**src/sv/tpd_pkg.sv**
```systemverilog
// Package for the track polyline distance table: widths, defaults and helpers.
// Used by tpd_ctrl, tpd_dp and track_polyline_distance_table_core.
package tpd_pkg;

    localparam int MAX_NODES_DEF     = 64;
    localparam int POS_FRAC_BITS_DEF = 6;
    localparam int POS_W    = 24;
    localparam int QUANT_W  = 16;
    localparam int DIST_W   = 16;
    localparam int TOTAL_W  = 32;
    localparam int CNT_W    = 7;
    localparam int IDX_W    = 6;
    localparam int SQ_W     = 52;   // dx*dx + dy*dy fits in 49 bits
    localparam int ROOT_W   = 26;
    localparam int ACC_W    = 40;   // 64 segments of at most 2^26

    localparam logic [CNT_W-1:0] NODE_COUNT_RST = 7'd64;

    typedef enum logic [0:0] {
        REQ_STORE   = 1'b0,
        REQ_PUBLISH = 1'b1
    } req_t;

    // Controller to datapath commands.
    typedef struct packed {
        logic             write_node;  // store the accepted word's position
        logic             clear_acc;   // start a new distance sum
        logic             seg_load;    // load the segment between rd_a and rd_b
        logic             seg_add;     // add the finished root to the sum
        logic             latch_total; // capture the closing sum as the total
        logic             emit;        // load the output register
        logic             emit_err;    // emit an error word
        logic             emit_last;   // mark the emitted word last
        logic [IDX_W-1:0] rd_a;
        logic [IDX_W-1:0] rd_b;
    } tpd_cmd_t;

    typedef struct packed {
        logic seg_done;
        logic out_busy;
    } tpd_sts_t;

endpackage

```
**src/sv/tpd_ctrl.sv**
```systemverilog
// Controller: accepts words, sequences the two publish passes over the nodes.
// Depends on tpd_pkg; drives tpd_dp through tpd_cmd_t.
module tpd_ctrl #(
    parameter int MAX_NODES = tpd_pkg::MAX_NODES_DEF
) (
    input  logic                        aclk,
    input  logic                        aresetn,
    input  logic                        s_valid,
    output logic                        s_ready,
    input  logic                        s_req_type,
    input  logic [tpd_pkg::IDX_W-1:0]   s_node_index,
    input  logic [tpd_pkg::CNT_W-1:0]   node_count,
    input  tpd_pkg::tpd_sts_t           sts,
    output tpd_pkg::tpd_cmd_t           cmd
);
    localparam int IW = tpd_pkg::IDX_W;
    localparam int CW = tpd_pkg::CNT_W;

    typedef enum logic [3:0] {
        C_IDLE, C_ERR, C_SUM_RD, C_SUM_WAIT, C_CLOSE_RD, C_CLOSE_WAIT,
        C_OUT_RD, C_OUT_WAIT, C_OUT_EMIT
    } st_t;
    st_t st_reg;
    logic [CW-1:0] cnt_reg;
    logic [CW-1:0] i_reg;
    logic [CW-1:0] eff;
    assign eff = (node_count > CW'(MAX_NODES)) ? CW'(MAX_NODES) : node_count;

    logic acc;
    assign s_ready = (st_reg == C_IDLE) && !sts.out_busy;
    assign acc = s_valid && s_ready;

    // Node 0 pairs with itself, so its segment adds nothing.
    logic [IW-1:0] prev;
    assign prev = (i_reg == '0) ? '0 : IW'(i_reg - 1'b1);

    // Latch the total in the cycle after the closing segment is added, and
    // restart the sum for the emit pass on the same edge.
    logic lat_reg;
    always_ff @(posedge aclk) begin
        if (!aresetn) lat_reg <= 1'b0;
        else          lat_reg <= (st_reg == C_CLOSE_WAIT) && sts.seg_done;
    end

    always_comb begin
        cmd = '0;
        cmd.rd_a = i_reg[IW-1:0];
        cmd.rd_b = prev;
        cmd.latch_total = lat_reg;
        cmd.clear_acc   = lat_reg;
        case (st_reg)
            C_IDLE: begin
                cmd.write_node = acc && (CW'(s_node_index) < eff);
                cmd.clear_acc  = 1'b1;
            end
            C_ERR: begin
                cmd.emit = 1'b1; cmd.emit_err = 1'b1; cmd.emit_last = 1'b1;
            end
            C_SUM_RD, C_OUT_RD: cmd.seg_load = 1'b1;
            C_SUM_WAIT, C_OUT_WAIT: cmd.seg_add = sts.seg_done;
            C_CLOSE_RD: begin
                cmd.rd_a = IW'(cnt_reg - 1'b1);
                cmd.rd_b = '0;
                cmd.seg_load = 1'b1;
            end
            C_CLOSE_WAIT: begin
                cmd.rd_a = '0;
                cmd.seg_add = sts.seg_done;
            end
            C_OUT_EMIT: begin
                cmd.emit = !sts.out_busy;
                cmd.emit_last = (i_reg + 1'b1) == cnt_reg;
            end
            default: ;
        endcase
    end

    always_ff @(posedge aclk) begin
        if (!aresetn) begin
            st_reg  <= C_IDLE;
            cnt_reg <= '0;
            i_reg   <= '0;
        end else begin
            case (st_reg)
                C_IDLE: if (acc) begin
                    cnt_reg <= eff;
                    // An out-of-range index is kept here for its error word.
                    i_reg   <= (CW'(s_node_index) >= eff) ? CW'(s_node_index) : CW'(1);
                    if (CW'(s_node_index) >= eff) st_reg <= C_ERR;
                    else if (s_req_type == tpd_pkg::REQ_PUBLISH)
                        st_reg <= (eff > CW'(1)) ? C_SUM_RD : C_CLOSE_RD;
                end
                C_ERR: st_reg <= C_IDLE;
                C_SUM_RD: st_reg <= C_SUM_WAIT;
                C_SUM_WAIT: if (sts.seg_done) begin
                    if (i_reg + 1'b1 == cnt_reg) st_reg <= C_CLOSE_RD;
                    else begin
                        i_reg  <= i_reg + 1'b1;
                        st_reg <= C_SUM_RD;
                    end
                end
                C_CLOSE_RD: st_reg <= C_CLOSE_WAIT;
                C_CLOSE_WAIT: if (sts.seg_done) begin
                    i_reg  <= '0;
                    st_reg <= C_OUT_RD;
                end
                C_OUT_RD: st_reg <= C_OUT_WAIT;
                C_OUT_WAIT: begin
                    if (sts.seg_done && !lat_reg) st_reg <= C_OUT_EMIT;
                end
                C_OUT_EMIT: if (!sts.out_busy) begin
                    if (i_reg + 1'b1 == cnt_reg) st_reg <= C_IDLE;
                    else begin
                        i_reg  <= i_reg + 1'b1;
                        st_reg <= C_OUT_RD;
                    end
                end
                default: st_reg <= C_IDLE;
            endcase
        end
    end
endmodule

```
**config.mk**
```make
export PLATFORM = sky130hd
export DESIGN_NAME = tpd_ctrl
export DESIGN_NICKNAME = d
export VERILOG_FILES = /design/src/sv/tpd_pkg.sv /design/src/sv/tpd_ctrl.sv
export SDC_FILE = /design/constraint.sdc
export NUM_CORES = 1
export LEC_CHECK = 0
export BUFFER_PORTS_ARGS = -buffer_cell sky130_fd_sc_hd__clkbuf_2
export CAP_MARGIN = 5
export CORE_MARGIN = 1.5
export CORE_UTILIZATION = 60
export CTS_CLUSTER_DIAMETER = 120
export CTS_CLUSTER_SIZE = 12
export DETAILED_ROUTE_END_ITERATION = 10
export GPL_TIMING_DRIVEN = 1
export MAX_ROUTING_LAYER = met4
export PLACE_DENSITY = 0.95
export SLEW_MARGIN = 20
export SYNTH_ARGS = -nofsm -noshare
export SYNTH_HDL_FRONTEND = slang
export SYNTH_SLANG_ARGS = --single-unit
```
**constraint.sdc**
```tcl
create_clock -name aclk -period 6.4 [get_ports aclk]
set_input_delay 0.32 -clock aclk [delete_from_list [all_inputs] [get_ports aclk]]
set_output_delay 0.32 -clock aclk [all_outputs]
set_load 0.005 [all_outputs]
```
==> results of run 1 <==
-- worst paths after layout --
path                            cells after the start  startpoint          to  slack (ps)
worst min register to register                      2  cnt_reg[6]  cnt_reg[6]         560
worst max-delay path                                8    i_reg[0]     cmd[12]        3600
worst max register to register                      7    i_reg[0]    i_reg[0]        4070
worst min-delay path                                3      sts[1]     lat_reg         290
-- tightest hold or removal path: stages --
cell and delay, ps:
clkbuf_2 110, nand3_1 80, nor2_1 40
-- cell families after synthesis --
kind of cell,synth area share
and+or+nand+nor,0.3267
AOI/OAI and AO/OA,0.1727
buffers and inverters,0.08085
xor gates and xnor gates,0.1171
DFF,0.1966
adders and majority gates,0.06468
muxes,0.04140
-- stage by stage --
stage	setup slack, ps	power, mW	utilization	instance area (sq um)
2_1_floorplan	4297	0.2307	-	1934
3_3_place_gp	4099	0.2597	0.6775	2068
3_5_place_dp	3961	0.2643	0.6775	2068
4_1_cts	3626	0.3236	0.6865	2096
5_1_grt	3452	0.3467	0.6865	2096
6_report	3601	0.3240	0.6865	2096
-- cell type report --
type / instances / area, sq um / share of cell area
clock inverter: 1 / 5.005 / 0.002388
clock buffer: 3 / 22.52 / 0.01075
timing repair buffer: 39 / 195.2 / 0.09313
inverter: 10 / 40.04 / 0.01910
multi-input combinational: 214 / 1398 / 0.6669
sequential: 19 / 380.4 / 0.1815
tap: 44 / 55.05 / 0.02627
-- cells in the mapped netlist (all sizes together), types with 7 or more instances --
master,instances,share of area
nand2,41,0.080
mux2i,8,0.041
nand2b,8,0.026
ha,10,0.065
o21ai,14,0.036
xor2,10,0.045
dfxtp,19,0.20
a21oi,11,0.032
clkbuf,7,0.014
xnor2,15,0.072
buf,12,0.047
nor2,32,0.062
inv,10,0.021
nor3,9,0.029
-- power by group through the flow --
| stage | registers (mW) | clock network (mW) | logic (mW) |
|---|---|---|---|
| 2_1_floorplan | 0.130 | 0 | 0.100 |
| 3_3_place_gp | 0.140 | 0 | 0.119 |
| 3_5_place_dp | 0.141 | 0 | 0.123 |
| 4_1_cts | 0.138 | 0.0614 | 0.124 |
| 5_1_grt | 0.140 | 0.0666 | 0.140 |
| 6_report | 0.139 | 0.0610 | 0.124 |
-- cell usage in the layout (no fill, tap or decap), types with 2 or more instances in the layout --
cell      instances
nand2_1          41
clkbuf_2         39
nor2_1           32
dfxtp_1          19
xnor2_1          14
o21ai_0          14
xor2_1           10
ha_1             10
a21oi_1           9
nand2b_1          8
inv_1             8
nor3_1            8
mux2i_1           8
nand4_1           4
nor2b_1           3
o31ai_1           3
clkbuf_4          3
or3_1             2
or2_2             2
nor4b_1           2
nand3_1           2
nand3_4           2
nand3b_1          2
and3_1            2
a211oi_1          2
and2_1            2
a21oi_2           2
a211o_1           2
o21a_1            2
a21boi_0          2
a311oi_1          2
-- layer usage --
metal  track usage  vias up
met5             -        -
met4       0.09524        0
met3       0.03030        7
met2        0.4581       77
met1        0.3452      881
li1              -      952
==> results.cfg, run 1 <==
[final_layout]
layoutNonFillerInstCount = 330
drive_above_1_share = 0.2098
syn_to_final_growth_pct = 8.344
num-nets-final = 316
diodes = 0
fill_cells = 301

[timing]
min_period_over_period = 0.4373
period_needed_ps = 2799
rsz0062_at_grt = no
slew_headroom = 0.5156
hold_ws_ps = 287.1
finalSetupViolCount = 0
finalSetupTns_ps = 0
hold_viol = 0
worst_slew_pin_slew_ps = 725.6
clock.fmax_ghz = 0.3573
slew_violations = 0
clock_skew_ps = 7.759

[synthesis]
synth.distinct_cells = 57
synth_area_sq_um = 1934
synthArstFlopShare = 0
synth_cells = 262
synth_edf_count = 0
yosysSeqAreaShare = 0.1966
syn_nets = 291
synthFlopType = dfxtp_1
synth_warnings = 0
syn_area_per_cell_sq_um = 7.383
ys_ff_latch = 19

[pwr]
ir_drop_v = 0.0001205
combPwrFrac = 0.383
netSwitchingFraction = 0.3705
pwr_density_cell_nw_per_um2 = 154.6
intPower_mw = 0.2039
sequentialPowerShare = 0.429
switching_power_mw = 0.1200
p_clk_frac = 0.188
power_leakage_nw = 0.9489

[placement]
place_congestion = 0.8945
placedCellCount = 326
portBuffers = 39
detailed_place_hpwl_um = 3537

[global_route]
grt_pass1_vias = 1660
antenna_found_initial = 0
grt_usage = 0.2756
overflow = 0
grt_pass1_wl_um = 7355
grt_max_degree = 24

[hold_path]
hold_path.class = in2reg

[clocking]
post_cts_buffers = 0
ctsHoldBuffers = 0
tritoncts = done
clk_pin_slew_ps = 120
clock_latency_ps = 290
clock_sinks = 19
h-tree-depth = 1
numCtsBuffers = 3
cts-root-buf = clkbuf_4
post_cts_resized = 0
cts_buffer_depth = 2

[drt]
highest_layer = met4
viasPerCell = 5.809
drt-met1-wl_um = 2054
first_pass_iters = 4
met2WireLength_um = 2190
drc_errors = 0
avgRoutedWirePerCell_um = 13.85
vias = 1917
met3_length_um = 269
drt_iter0_drc = 117
routed_wl_um = 4571
ant_nets = 0

[setup_path]
cp_max_fo = 8
cp.required_ps = 6080
cpMaxStageDelayCell = dfxtp_1
worst_ep_arrival_time_ps = 2480
crit_family = simple AND/OR/NAND/NOR gates
setup.worst_path.start_class = register
crit_chain = ha_1, xor2_1, xnor2_1, nand4_1, nor3b_2, nand3b_1, a21oi_1, clkbuf_2
worst-setup-path-type = reg2out
slowest_delay_ps = 570
crit_path_end_kind = output pin
worstPathBufferInverterCount = 1

[die]
core_sq_um = 3053
initial_core_util = 0.6336
die_area_sq_um = 3574
ioPinCount = 40
dieHeight_um = 59.78
fp-row-count = 20
die_w_um = 59.78

[outcome]
status = complete, no violations

[flow_run]
maxCapViolCount = 0
(Power assumes the default switching activity.)
==> inputs of run 2 (changes only) <==
Settings changed: CORE_UTILIZATION 60 to 50, PLACE_DENSITY 0.95 to 0.86.
Clock period 6.4 ns to 2.5 ns, I/O delays scaled along.
==> run 2 against run 1 <==
Against the previous run: sequential power rose to 2.6 times the previous value; worst hold slack got worse by 150 ps; wire length rose by 3.0%; critical endpoint unchanged; critical path type unchanged.
==> results.cfg, run 2 (same netlist as run 1, synthesis figures left out) <==
[outcome]
status = complete, no violations

[die]
core_sq_um = 3689
die_w_um = 65.20
die_area_sq_um = 4251
ioPinCount = 40
fp-row-count = 22
initial_core_util = 0.5244
dieHeight_um = 65.20

[final_layout]
drive_above_1_share = 0.2414
num-nets-final = 320
syn_to_final_growth_pct = 11.90
layoutNonFillerInstCount = 338
diodes = 0
final_common_cell = nand2_1
layout_common_cells = nand2_1 (41), clkbuf_2 (39), nor2_1 (32), dfxtp_1 (15)

[timing]
worst_slew_pin_slew_ps = 750.0
slew_violations = 0
hold_viol = 0
slew_headroom = 0.4993
finalSetupTns_ps = 0
worst_slack_ps = 220.0
clock_skew_ps = 5.775
finalSetupViolCount = 0
clock.fmax_ghz = 0.4386
min_period_over_period = 0.9120
period_needed_ps = 2280
rsz0062_at_grt = no

[drt]
routed_wl_um = 4706
drt_iter0_drc = 158
drc_errors = 0
first_pass_iters = 4
avgRoutedWirePerCell_um = 13.92
ant_nets = 0
viasPerCell = 5.737
vias = 1939

[global_route]
antenna_found_initial = 0
grt_pass1_wl_um = 7776
grt_usage = 0.2356
overflow = 0
grt_max_degree = 24
grt_pass1_vias = 1638

[pwr]
power_leakage_nw = 0.9757
combPwrFrac = 0.362
p_clk_frac = 0.239
p_total_mw = 0.8933
switching_power_mw = 0.3157
sequentialPowerShare = 0.399
ir_drop_v = 0.0002042
netSwitchingFraction = 0.3535
intPower_mw = 0.5775
pwr_density_cell_nw_per_um2 = 412.7

[hold_path]
hold_path.class = in2reg

[clocking]
numCtsBuffers = 3
cts_buffer_depth = 2
cts-root-buf = clkbuf_8
h-tree-depth = 1
clk_pin_slew_ps = 70
ctsHoldBuffers = 0
clock_latency_ps = 260
clock_sinks = 19
tritoncts = done

[placement]
place_congestion = 0.8660
portBuffers = 39
dp_slack_ps = 283.2
placedCellCount = 333
detailed_place_hpwl_um = 3545

[setup_path]
worst_ep_arrival_time_ps = 2160
crit_path_end_kind = output pin
worst-setup-path-type = reg2out
worstPathBufferInverterCount = 2
cp.required_ps = 2380
setup.worst_path.start_class = register
slowest_delay_ps = 440
crit_family = simple AND/OR/NAND/NOR gates
cpMaxStageDelayCell = dfxtp_2
cp_max_fo = 8
crit_chain = inv_4, ha_1, xor2_1, nor2_1, nand4_1, nor3b_2, nand3b_1, a21oi_1, clkbuf_2

[flow_run]
maxCapViolCount = 0
run 2: final timing paths:
path / from / to / slack (ps) / cells after the start
max: i_reg[0] / cmd[12] / 220 / 9
min: sts[1] / lat_reg / 140 / 3
max reg2reg: i_reg[0] / i_reg[6] / 280 / 8
min reg2reg: i_reg[1] / i_reg[1] / 520 / 2
run 2: routing by layer:
metal  vias to the layer above  share of wire  global-route usage
li1                        959              -                   -
met1                       906           0.46              0.3376
met2                        69           0.48              0.3546
met3                         5          0.051             0.02226
met4                         0         0.0089             0.06510
met5                         -              0                   -
run 2: through the flow:
stage          hold slack (ps)    util  area [sq um]
4_1_cts                  135.2  0.5807          2142
2_1_floorplan            257.3       -          1934
6_report                 138.8  0.5868          2165
5_1_grt                  151.9  0.5868          2165
3_3_place_gp             405.3  0.5682          2096
3_5_place_dp             411.1  0.5682          2096
run 2: layout make-up:
class,count,area (sq um)
Sequential cell,19,385.4
Timing Repair Buffer,43,225.2
Inverter,10,40.04
Tap cell,48,60.06
Fill cell,355,1524
Clock buffer,3,41.29
Multi-Input combinational cell,214,1408
Clock inverter,1,5.005
run 2: power by group through the flow:
stage / Combinational (mW) / Clock, mW / Sequential [mW]
after global placement: 0.307 / 0 / 0.361
final: 0.323 / 0.213 / 0.357
after detailed placement: 0.317 / 0 / 0.361
after CTS: 0.320 / 0.216 / 0.355
after global routing: 0.361 / 0.234 / 0.361
after floorplan: 0.257 / 0 / 0.334
run 2: what timing repair did:
item / 4_1_cts / 5_1_grt
resized for setup: 0 / 6
endpoints found under the setup margin: 0 / 1
buffers inserted: 0 / 1
run 2: worst reg2reg max path, cell delays in order (launching register included):
cell,delay (ps)
dfxtp_2,440
ha_2,270
nand3_4,110
or2_4,290
xnor2_2,180
nor3b_2,80
buf_4,140
or4_1,480
a31oi_1,170
